### config.mk
export PLATFORM = sky130hd
export DESIGN_NAME = dense_matrix_multiply_top
export DESIGN_NICKNAME = d
export VERILOG_FILES = /design/src/hw/rtl/dmm_pkg.sv /design/src/hw/rtl/dmm_store.sv /design/src/hw/rtl/dense_matrix_multiply_top.sv
export VERILOG_INCLUDE_DIRS = /design/src /design/src/hw/rtl
export SDC_FILE = /design/constraint.sdc
export NUM_CORES = 2
export LEC_CHECK = 0
export BUFFER_PORTS_ARGS = -buffer_cell sky130_fd_sc_hd__buf_4
export CAP_MARGIN = 20
export CORE_ASPECT_RATIO = 1.1
export CORE_MARGIN = 2
export CORE_UTILIZATION = 40
export CTS_CLUSTER_SIZE = 8
export DETAILED_ROUTE_END_ITERATION = 6
export GPL_TIMING_DRIVEN = 0
export PLACE_DENSITY = 0.62
export SYNTH_ARGS = -nofsm -noshare
export SYNTH_HDL_FRONTEND = slang
export SYNTH_SLANG_ARGS = --single-unit
export TNS_END_PERCENT = 1
### constraint.sdc
create_clock -name clk_i -period 6.3 [get_ports clk_i]
set_input_delay 1.89 -clock clk_i [delete_from_list [all_inputs] [get_ports clk_i]]
set_output_delay 1.89 -clock clk_i [all_outputs]
set_load 0.02 [all_outputs]
### src/hw/rtl/dense_matrix_multiply_top_defines.svh
// ----------------------------------------------------------------------------
// dense_matrix_multiply_top_defines
// Assertion macros shared by the matrix multiply RTL.
// ----------------------------------------------------------------------------
`ifndef DENSE_MATRIX_MULTIPLY_TOP_DEFINES_SVH
`define DENSE_MATRIX_MULTIPLY_TOP_DEFINES_SVH

// same-cycle implication, clocked on clk_i, off during reset
`define DMM_ASSERT_SAME(lbl, ante, cons, msg) \
  lbl: assert property (@(posedge clk_i) disable iff (!rst_ni) (ante) |-> (cons)) \
    else $error(msg);

// next-cycle implication
`define DMM_ASSERT_NEXT(lbl, ante, cons, msg) \
  lbl: assert property (@(posedge clk_i) disable iff (!rst_ni) (ante) |=> (cons)) \
    else $error(msg);

`endif

### src/hw/rtl/dmm_pkg.sv
// ----------------------------------------------------------------------------
// dmm_pkg
// Shared types and constants of the dense matrix multiply block.
// ----------------------------------------------------------------------------
package dmm_pkg;

  localparam int unsigned MAX_DIM_DEF = 8;

  localparam int unsigned FUNC_W  = 2;
  localparam int unsigned IDX_W   = 3;   // row/col fields of the ports
  localparam int unsigned ELEM_W  = 16;  // Q8.8
  localparam int unsigned PROD_W  = 32;  // Q16.16 single product
  localparam int unsigned SUM_W   = 35;  // Q16.16 sum of up to 8 products
  localparam int unsigned CFG_W   = 4;
  localparam int unsigned CFG_IDX_W = 2;

  typedef enum logic [FUNC_W-1:0] {
    FUNC_LOAD_A  = 2'd0,
    FUNC_LOAD_B  = 2'd1,
    FUNC_COMPUTE = 2'd2
  } func_e;

  localparam logic [CFG_IDX_W-1:0] REG_ROWS_A    = 2'd0;
  localparam logic [CFG_IDX_W-1:0] REG_COLS_B    = 2'd1;
  localparam logic [CFG_IDX_W-1:0] REG_INNER_DIM = 2'd2;

  localparam logic [CFG_W-1:0] DIM_RESET = 4'd8;

  // write select toward the element stores
  typedef struct packed {
    logic a;
    logic b;
  } store_wr_t;

endpackage

### src/hw/rtl/dmm_store.sv
// ----------------------------------------------------------------------------
// dmm_store
// Element stores for A and B, one write port shared, one registered read
// port per matrix.
// ----------------------------------------------------------------------------
module dmm_store #(
  parameter int unsigned MAX_DIM = dmm_pkg::MAX_DIM_DEF,
  parameter int unsigned ADDR_W  = 6
) (
  input  logic                        clk_i,
  input  dmm_pkg::store_wr_t          wr_sel_i,
  input  logic [ADDR_W-1:0]           wr_addr_i,
  input  logic [dmm_pkg::ELEM_W-1:0]  wr_data_i,
  input  logic [ADDR_W-1:0]           rd_addr_a_i,
  input  logic [ADDR_W-1:0]           rd_addr_b_i,
  output logic [dmm_pkg::ELEM_W-1:0]  rd_data_a_o,
  output logic [dmm_pkg::ELEM_W-1:0]  rd_data_b_o
);
  import dmm_pkg::*;

  localparam int unsigned DEPTH = MAX_DIM * MAX_DIM;

  logic [ELEM_W-1:0] mem_a [DEPTH];
  logic [ELEM_W-1:0] mem_b [DEPTH];

  always_ff @(posedge clk_i) begin
    if (wr_sel_i.a) begin
      mem_a[wr_addr_i] <= wr_data_i;
    end
    rd_data_a_o <= mem_a[rd_addr_a_i];
  end

  always_ff @(posedge clk_i) begin
    if (wr_sel_i.b) begin
      mem_b[wr_addr_i] <= wr_data_i;
    end
    rd_data_b_o <= mem_b[rd_addr_b_i];
  end

endmodule

### src/hw/rtl/dense_matrix_multiply_top.sv
// ----------------------------------------------------------------------------
// dense_matrix_multiply_top
// C = A * B over signed Q8.8 elements, exact Q16.16 sums, column-major output.
// ----------------------------------------------------------------------------
// Usage:
//   Command channel: start/busy. A beat is taken when start is high and busy
//   is low. func selects load A element, load B element or compute.
//   Loads write the element store at the taking edge; busy stays low, so
//   loads can go back to back.
//   A compute walks j (column), i (row), r (inner index) with one
//   multiply-accumulate per cycle from the two element memories. busy is
//   high from the taking edge until the final result is strobed; results
//   are paced by the MAC walk through the single read port of each memory.
//   A compute with zero rows or zero columns starts nothing.
//   Results: valid_o marks each beat for one cycle, last_o marks the final
//   element. The receiver cannot stall; every strobe is a delivered beat.
//   Config: cfg_we_i/cfg_idx_i/cfg_data_i, written only while idle;
//   the block itself does not enforce this. Reset: config registers go
//   to 8, pipeline empties; element stores hold no defined value until loaded.
// ----------------------------------------------------------------------------
module dense_matrix_multiply_top #(
  parameter int unsigned MAX_DIM = dmm_pkg::MAX_DIM_DEF
) (
  input  logic                          clk_i,
  input  logic                          rst_ni,
  input  logic                          start,
  output logic                          busy,
  input  logic [dmm_pkg::FUNC_W-1:0]    func_i,
  input  logic [dmm_pkg::IDX_W-1:0]     row_index_i,
  input  logic [dmm_pkg::IDX_W-1:0]     col_index_i,
  input  logic signed [dmm_pkg::ELEM_W-1:0] elem_value_i,
  input  logic                          cfg_we_i,
  input  logic [dmm_pkg::CFG_IDX_W-1:0] cfg_idx_i,
  input  logic [dmm_pkg::CFG_W-1:0]     cfg_data_i,
  output logic                          valid_o,
  output logic [dmm_pkg::IDX_W-1:0]     out_row_o,
  output logic [dmm_pkg::IDX_W-1:0]     out_col_o,
  output logic signed [dmm_pkg::SUM_W-1:0] product_value_o,
  output logic                          last_o
);
  import dmm_pkg::*;

  `include "dense_matrix_multiply_top_defines.svh"

  localparam int unsigned DIM_W  = (MAX_DIM > 1) ? $clog2(MAX_DIM) : 1;
  localparam int unsigned CNT_W  = $clog2(MAX_DIM + 1);
  localparam int unsigned ADDR_W = (MAX_DIM > 1) ? $clog2(MAX_DIM * MAX_DIM) : 1;

  typedef struct packed {
    logic [DIM_W-1:0] row;
    logic [DIM_W-1:0] col;
    logic             first;
    logic             last_r;
    logic             last_all;
  } tag_t;

  // ---------------- configuration ----------------
  logic [CFG_W-1:0] rows_a_q, cols_b_q, inner_dim_q;

  always_ff @(posedge clk_i or negedge rst_ni) begin
    if (!rst_ni) begin
      rows_a_q    <= DIM_RESET;
      cols_b_q    <= DIM_RESET;
      inner_dim_q <= DIM_RESET;
    end else if (cfg_we_i) begin
      case (cfg_idx_i)
        REG_ROWS_A:    rows_a_q    <= cfg_data_i;
        REG_COLS_B:    cols_b_q    <= cfg_data_i;
        REG_INNER_DIM: inner_dim_q <= cfg_data_i;
        default: ;
      endcase
    end
  end

  // values above MAX_DIM act as MAX_DIM
  logic [CNT_W-1:0] m_lim, n_lim, k_lim, k_step;
  logic             k_zero;

  always_comb begin
    m_lim  = (rows_a_q    > CFG_W'(MAX_DIM)) ? CNT_W'(MAX_DIM) : CNT_W'(rows_a_q);
    n_lim  = (cols_b_q    > CFG_W'(MAX_DIM)) ? CNT_W'(MAX_DIM) : CNT_W'(cols_b_q);
    k_lim  = (inner_dim_q > CFG_W'(MAX_DIM)) ? CNT_W'(MAX_DIM) : CNT_W'(inner_dim_q);
    k_zero = (k_lim == '0);
    // zero inner dim: one pass per element with the product forced to zero
    k_step = k_zero ? CNT_W'(1) : k_lim;
  end

  // ---------------- command decode ----------------
  logic  take;
  func_e func;
  logic  ld_in_range;
  logic  go_compute;
  store_wr_t wr_sel;
  logic [ADDR_W-1:0] wr_addr;

  always_comb begin
    take        = start && !busy;
    func        = func_e'(func_i);
    ld_in_range = ({1'b0, row_index_i} < (IDX_W+1)'(MAX_DIM)) &&
                  ({1'b0, col_index_i} < (IDX_W+1)'(MAX_DIM));
    wr_sel      = '0;
    go_compute  = 1'b0;
    if (take) begin
      case (func)
        FUNC_LOAD_A:  wr_sel.a   = ld_in_range;
        FUNC_LOAD_B:  wr_sel.b   = ld_in_range;
        FUNC_COMPUTE: go_compute = (m_lim != '0) && (n_lim != '0);
        default: ;
      endcase
    end
    wr_addr = ADDR_W'(row_index_i) * ADDR_W'(MAX_DIM) + ADDR_W'(col_index_i);
  end

  // ---------------- sequencer ----------------
  logic             active_q;
  logic [DIM_W-1:0] i_q, j_q, r_q;
  logic             r_end, i_end, j_end;
  tag_t             issue_tag;
  logic [ADDR_W-1:0] rd_addr_a, rd_addr_b;

  always_comb begin
    r_end = (CNT_W'(r_q) + CNT_W'(1)) == k_step;
    i_end = (CNT_W'(i_q) + CNT_W'(1)) == m_lim;
    j_end = (CNT_W'(j_q) + CNT_W'(1)) == n_lim;
    issue_tag.row      = i_q;
    issue_tag.col      = j_q;
    issue_tag.first    = (r_q == '0);
    issue_tag.last_r   = r_end;
    issue_tag.last_all = r_end && i_end && j_end;
    rd_addr_a = ADDR_W'(i_q) * ADDR_W'(MAX_DIM) + ADDR_W'(r_q);
    rd_addr_b = ADDR_W'(r_q) * ADDR_W'(MAX_DIM) + ADDR_W'(j_q);
  end

  always_ff @(posedge clk_i or negedge rst_ni) begin
    if (!rst_ni) begin
      active_q <= 1'b0;
      i_q      <= '0;
      j_q      <= '0;
      r_q      <= '0;
    end else if (go_compute) begin
      active_q <= 1'b1;
      i_q      <= '0;
      j_q      <= '0;
      r_q      <= '0;
    end else if (active_q) begin
      if (!r_end) begin
        r_q <= r_q + DIM_W'(1);
      end else begin
        r_q <= '0;
        if (!i_end) begin
          i_q <= i_q + DIM_W'(1);
        end else begin
          i_q <= '0;
          if (!j_end) begin
            j_q <= j_q + DIM_W'(1);
          end else begin
            active_q <= 1'b0;
          end
        end
      end
    end
  end

  // ---------------- element stores ----------------
  logic [ELEM_W-1:0] rd_data_a, rd_data_b;

  dmm_store #(
    .MAX_DIM (MAX_DIM),
    .ADDR_W  (ADDR_W)
  ) u_store (
    .clk_i       (clk_i),
    .wr_sel_i    (wr_sel),
    .wr_addr_i   (wr_addr),
    .wr_data_i   (elem_value_i),
    .rd_addr_a_i (rd_addr_a),
    .rd_addr_b_i (rd_addr_b),
    .rd_data_a_o (rd_data_a),
    .rd_data_b_o (rd_data_b)
  );

  // ---------------- MAC pipeline ----------------
  logic s1_valid_q, s2_valid_q;
  tag_t s1_tag_q, s2_tag_q;
  logic signed [PROD_W-1:0] prod_d, prod_q;
  logic signed [SUM_W-1:0]  acc_d, acc_q;

  always_ff @(posedge clk_i or negedge rst_ni) begin
    if (!rst_ni) begin
      s1_valid_q <= 1'b0;
      s2_valid_q <= 1'b0;
      valid_o    <= 1'b0;
    end else begin
      s1_valid_q <= active_q;
      s2_valid_q <= s1_valid_q;
      valid_o    <= s2_valid_q && s2_tag_q.last_r;
    end
  end

  always_comb begin
    prod_d = k_zero ? '0 : PROD_W'($signed(rd_data_a) * $signed(rd_data_b));
    acc_d  = (s2_tag_q.first ? '0 : acc_q) + SUM_W'(prod_q);
  end

  always_ff @(posedge clk_i) begin
    s1_tag_q <= issue_tag;
    s2_tag_q <= s1_tag_q;
    prod_q   <= prod_d;
    if (s2_valid_q) begin
      acc_q <= acc_d;
    end
    if (s2_valid_q && s2_tag_q.last_r) begin
      out_row_o       <= IDX_W'(s2_tag_q.row);
      out_col_o       <= IDX_W'(s2_tag_q.col);
      product_value_o <= acc_d;
      last_o          <= s2_tag_q.last_all;
    end
  end

  assign busy = active_q || s1_valid_q || s2_valid_q;

  // ---------------- assertions ----------------
  `DMM_ASSERT_SAME(a_last_drains, valid_o && last_o, !busy, "busy after final element")
  `DMM_ASSERT_NEXT(a_walk_ends, active_q && issue_tag.last_all, !active_q, "sequencer overran")
  `DMM_ASSERT_NEXT(a_emit_on_end, s2_valid_q && s2_tag_q.last_r, valid_o, "element not emitted")
  `DMM_ASSERT_SAME(a_no_load_busy, busy, wr_sel == '0, "store written during compute")

endmodule
## After elaboration in Yosys (flattened, before gate mapping)

Memories as Yosys holds them, arrays and structs flattened. A register that Yosys moved wholly into a read port is not among the register bits.
Index checks and enable logic that the tools add are counted.
W data, S select, Z words.

| word-level totals | value |
|---|---|
| register bits after elaboration | 152 |
| bits in latches | 0 |
| bits in writable memories | 2048 |
| memory bits (read-only) | 0 |
| output and inout bits | 44 |
| memories kept | 2 |

Memories:

| memory | depth | width | read ports | clocked after memory_dff | wr ports | line | text |
|---|---|---|---|---|---|---|---|
| u_store.mem_a | 64 | 16 | 1 | 1 | 1 | dmm_store.sv:23 | `logic [ELEM_W-1:0] mem_a [DEPTH];` |
| u_store.mem_b | 64 | 16 | 1 | 1 | 1 | dmm_store.sv:24 | `logic [ELEM_W-1:0] mem_b [DEPTH];` |

| cells by class | value |
|---|---|
| $add $sub $neg | 10 |
| multiply operators | 1 |
| div/mod/pow operators | 0 |
| $lt $le $gt $ge | 3 |
| equal/unequal tests | 8 |
| shifts and indexed selects | 0 |
| muxes and demuxes | 31 |
| bitwise logic cells | 0 |
| reductions and logical operators | 22 |

Operators by type and width:

| cell | count |
|---|---|
| $mux W3 | 12 |
| $add A35 B35 Y35 | 1 |
| $mux W35 | 1 |
| $mul A16 B16 Y32 | 1 |
| $add A6 B3 Y6 | 3 |
| $mux W4 | 4 |
| $mux W1 | 13 |
| $add A3 B1 Y4 const B | 3 |
| $eq A4 B4 Y1 | 3 |
| $gt A4 B4 Y1 const B | 3 |
| $add A3 B1 Y3 const B | 3 |
| $reduce_and A2 Y1 | 4 |
| $reduce_bool A4 Y1 | 2 |
| $reduce_bool A2 Y1 | 3 |
| $logic_and A1 B1 Y1 | 5 |
| $eq A2 B1 Y1 const B | 2 |
| $eq A2 B2 Y1 const B | 2 |
| $logic_not A2 Y1 | 2 |
| $logic_not A4 Y1 | 1 |
| $reduce_and A4 Y1 | 1 |
| $logic_not A3 Y1 | 1 |
| $logic_or A1 B1 Y1 | 2 |
| $mux W2 | 1 |
| $ne A2 B2 Y1 const B | 1 |
| $logic_not A1 Y1 | 1 |

## Logic depth before layout (Yosys ltp)

| logic depth | value |
|---|---|
| word-level depth | 8 |
| mapped depth | 24 |

## By module

Synthesis repeated with hierarchy kept, for this count alone.

| second synthesis, totals | value |
|---|---|
| cells, all modules | 5177 |
| area, all modules | 95753.1 um^2 |

Modules (own cells, without submodules):

| module | times used | cells each | area an instance (um^2) |
|---|---|---|---|
| dmm_store | 1 | 3519 | 79180.9 |
| dense_matrix_multiply_top | 1 | 1658 | 16572.1 |

## Worst setup path after synthesis

OpenSTA, ideal clock, no wires.

| timing path | value |
|---|---|
| kind | register to register |
| start point | register u_store.rd_data_a_o[15] in the netlist's numbering, read port of u_store.mem_a |
| end point | register prod_q[31] |
| library setup time | 72 ps |
| arrival | 6297 ps |
| path slack | -69 ps |
| stages on the path, launching flop included | 21 |
| path buffers | 1 |
| cells stage by stage | dfxtp_1 -> clkbuf_1 -> nand2_1 -> fa_1 -> inv_1 -> fa_1 -> inv_1 -> fa_1 -> fa_1 -> fa_1 -> fa_1 -> inv_1 -> ha_1 -> and3_1 -> and3_1 -> and2_1 -> a311o_1 -> a21oi_1 -> o2111ai_1 -> o31ai_1 -> mux2i_1 |

| on the way | value |
|---|---|
| longest elaborated chain between the ends | 1 |

Ends and longest elaborated chain:

| item | line | text |
|---|---|---|
| from (decl) | dmm_store.sv:16 | `output logic [dmm_pkg::ELEM_W-1:0] rd_data_a_o,` |
| $mul A16 B16 Y32 | dense_matrix_multiply_top.sv:200 | `prod_d = k_zero ? '0 : PROD_W'($signed(rd_data_a) * $signed(rd_data_b));` |
| to (signal assigned) | dense_matrix_multiply_top.sv:207 | `prod_q <= prod_d;` |
| to (decl) | dense_matrix_multiply_top.sv:184 | `logic signed [PROD_W-1:0] prod_d, prod_q;` |

No other way between the ends.
A chain may end at the register's enable or synchronous reset.

## Worst setup path after layout

| timing path | value |
|---|---|
| start point | register u_store.rd_data_b_o[3] in the netlist's numbering, read port of u_store.mem_b |
| end point | register prod_q[31] |

| on the way | value |
|---|---|
| longest elaborated chain between the ends | 1 |

Ends and longest elaborated chain:

| item | line | text |
|---|---|---|
| from (decl) | dmm_store.sv:17 | `output logic [dmm_pkg::ELEM_W-1:0] rd_data_b_o` |
| $mul A16 B16 Y32 | dense_matrix_multiply_top.sv:200 |  |

No other way between the ends.

==> impl_results.md <==
- Worst reg2reg startpoint: u_store.rd_data_b_o[3]
- Final setup viols: 0
- Final setup margin: 0.181 ns
- Mapped Area: 0.0958 mm²
- Setup CP Type: flip-flop to flip-flop
- Top delay family on crit path: adder cells
- Final TNS setup: 0 ns
- Routed WL per cell: 28.8 µm
- Endpoint class of the critical path: flip-flop
- Largest net degree at the start of global routing: 105
- Gr usage total: 21.0%
- CTS buffer count: 323
- Top cell by count, worst path: fa_1
- Share of cells above drive strength 1: 24.1%
- Synth Flop Type: edfxtp_1
- #FFs+latches synth: 2,232
- Remaining antenna violation count: 0
- Synthesized net count: 5,589
- Post-synthesis cell count: 5,172
- Max Clk Rate: 163 MHz
- Vias in the first global route: 52,041
- Final nets: 6,135
- I/O pin total: 78
- Drt total wl: 258 mm
- Clock Latency Late Sink: 0.84 ns
- Yosys top cell area share: 66.6%
- Slew Viols, Final: 0
- Die Height: 517 µm
- Max-Cap Viols: 0
- Gr ovfl total: 0
- RSZ-0062 raised after global routing: true
- Post-place setup slack: -1.22 ns
- GP Congestion: 0.859
- Drt drc: 0
- DIE AREA: 0.243 mm²
- I/O Buffers: 74
- Worst path bufs/invs: 5
- Synth area leader: edfxtp_1
- Cell variety after synth: 77
- Worst setup startpoint: u_store.rd_data_b_o[3]
- Ys Warns: 0
- DR pass1 iterations: 6
- Clock Sink Count: 2,232
- Area grow syn2layout: 17.3%
- Synth Area per Inst: 18.5 µm²
- Sequential share of the synthesized area: 69.0%
- Critical path launch point type: flip-flop
- Vias: 50,707
- Placed cell count: 8,503
- Worst-case reg-to-reg path depth: 21
- Worst path depth: 21
- 1st-iter DRT viols: 5,384
- Post-synth ARST share: 1.12%
- Deepest clock path buffer count: 4
- H-tree levels: 5
- Via density: 5.68
- Detail Placement HPWL: 174 mm
- Hold slack: 0.315 ns
- TritonCTS clock tree: done
- Post-route clock period utilization: 97.1%
- Core footprint: 0.238 mm²
- Clock root cell: clkbuf_16
- Worst rel slew slack: 18.7%
- Crit path max-delay cell type: fa_2
- Worst min-delay path class: flip-flop to flip-flop
- Non-Filler Instances: 8,935
- Max incr delay on CP: 0.62 ns
- CP Capture Point: prod_q[31]
- Cell Chain, Critical Path: clkbuf_16 > nand2_2 > fa_1 > inv_4 > fa_2 > fa_1 > fa_1 > fa_1 > inv_1 > fa_1 > inv_1 > ha_1 > buf_6 > and3_4 > and3_4 > and2_1 > a311o_1 > a21oi_4 > o2111ai_4 > o31ai_2 > mux2i_1
- Global-route wire length before repair: 368 mm
- Starting Density: 40.2%
- Clock Pin Slew Worst Setup and Hold Paths: 0.05 ns
- R2r setup slk: 0.18 ns
- Critical Path RT: 7.03 ns
- Top post-synthesis cells by area: edfxtp_1, mux4_2, fa_1, mux2i_1, dfxtp_1
- CP Max Fanout: 9
- Period minus WS final: 6.12 ns
- Slew @ Worst Pin: 1.22 ns
- Final hold violation count: 0
- Outcome: complete, no violations
- Post-synth EDFFs: 2,125
- Die Wd: 471 µm
- Initial antenna violation count: 22
- Skew final: 0.0656 ns
- Reg2reg end: prod_q[31]
- Row count: 188
- Worst endpoint data arrival time: 6.85 ns
[through the flow]
step,cell area [µm²],util (%)
finish,112000,47.2
global route,112000,47.2
CTS,112000,47.0
detailed placement,103000,43.1
global placement,100000,42.1
floorplan,95800,-
[logic make-up (layout without fill, tap and decap cells)]
group	after synthesis	in the layout	share of synthesized area, %
flip-flops	2232	2232	69.0
XOR/XNOR	58	58	0.545
other	0	8	0
buffers and inverters	565	1185	2.35
adder cells (fa/ha/maj)	383	383	7.06
multiplexers	750	750	14.1
AO/OA/AOI/OAI	458	458	3.36
AND/OR/NAND/NOR	726	726	3.58
[sequential cells by signal, indices dropped and copies added, names as in the netlist, 4 cells and up]
name                 cells
inner_dim_q              4
s2_tag_q                 9
cols_b_q                 4
prod_q                  32
acc_q                   35
u_store.rd_data_b_o     16
u_store.mem_b         1024
u_store.rd_data_a_o     16
product_value_o         35
u_store.mem_a         1024
rows_a_q                 4
s1_tag_q                 9
[Yosys cell counts, types with 22 or more instances]
cell type,number
a21o_1,26
buf_1,29
ha_1,120
inv_1,319
clkbuf_1,139
o221ai_1,127
mux2i_1,258
buf_2,64
o21ai_0,41
nor3_1,23
nor2_1,195
nand2_1,247
nor2b_1,46
and2_1,125
dfrtp_1,22
a21oi_1,113
xnor2_1,38
fa_1,263
dfxtp_1,82
edfxtp_1,2125
o22ai_1,68
mux4_2,479
[layout by cell type, fill, tap and decap left out, drive strengths merged, types with 14 or more instances in the layout]
master | Yosys | routed
a21o | 26 | 26
mux2i | 258 | 258
inv | 320 | 328
o22ai | 68 | 68
xor2 | 19 | 19
buf | 104 | 332
and2 | 125 | 125
dfxtp | 82 | 82
a211oi | 15 | 15
nand2 | 247 | 247
clkinv | 2 | 14
o221ai | 127 | 127
a21oi | 114 | 114
nand3 | 17 | 17
nor3 | 23 | 23
nor2b | 46 | 46
o21ai | 43 | 43
ha | 120 | 120
nand2b | 19 | 19
fa | 263 | 263
dfrtp | 22 | 22
mux4 | 479 | 479
clkbuf | 139 | 507
edfxtp | 2125 | 2125
nor2 | 195 | 195
xnor2 | 38 | 38
[metal layers]
layer	part of all wire, %	global-route usage [%]
met5	0.010	0
met3	7.4	3.52
met1	39	27.5
met4	4.5	8.67
met2	49	34.7
[area by class of cell]
cell class                      count  area, µm²
Clock buffer                      375       8360
Timing Repair Buffer              223       2940
Multi-Input combinational cell   2375      28000
Sequential cell                  2232      66200
Antenna cell                        8       20.0
Clock inverter                     24        417
Tap cell                         3135       3920
Fill cell                       19724     126000
Inverter                          322       1220
Buffer                            241       1350
[worst register-to-register path, cell delays in order, from the launching register on]
cell and delay, ns:
dfxtp_4 0.42, clkbuf_16 0.18, nand2_2 0.06, fa_1 0.56, inv_4 0.07, fa_2 0.62, fa_1 0.42, fa_1 0.53
fa_1 0.50, inv_1 0.05, fa_1 0.47, inv_1 0.04, ha_1 0.27, buf_6 0.14, and3_4 0.20, and3_4 0.19
and2_1 0.16, a311o_1 0.30, a21oi_4 0.21, o2111ai_4 0.16, o31ai_2 0.23, mux2i_1 0.23
[what timing repair did]
| action | in CTS | in global routing |
|---|---|---|
| endpoints found under the setup margin | 14 | 12 |
| pin swaps | 8 | 18 |
| resized for setup | 157 | 50 |
| hold buffers | 0 | 0 |
| cloned | 0 | 0 |
| setup buffers | 5 | 16 |
| hold endpoints to repair | 0 | 0 |
[worst min path at each step]
stage	slack [ns]	start	end	depth (start not counted)
after floorplan	0.31	s1_tag_q[0]	s2_tag_q[0]	0
after global placement	0.31	s1_tag_q[1]	s2_tag_q[1]	0
after detailed placement	0.31	s1_tag_q[1]	s2_tag_q[1]	0
after CTS	0.32	s1_tag_q[1]	s2_tag_q[1]	0
after global routing	0.32	s1_tag_q[1]	s2_tag_q[1]	0
final	0.32	s1_tag_q[1]	s2_tag_q[1]	0
Power is left out: the tool's default activity adds up to more than one toggle a clock period on the data nets, which glitch-free logic cannot reach.
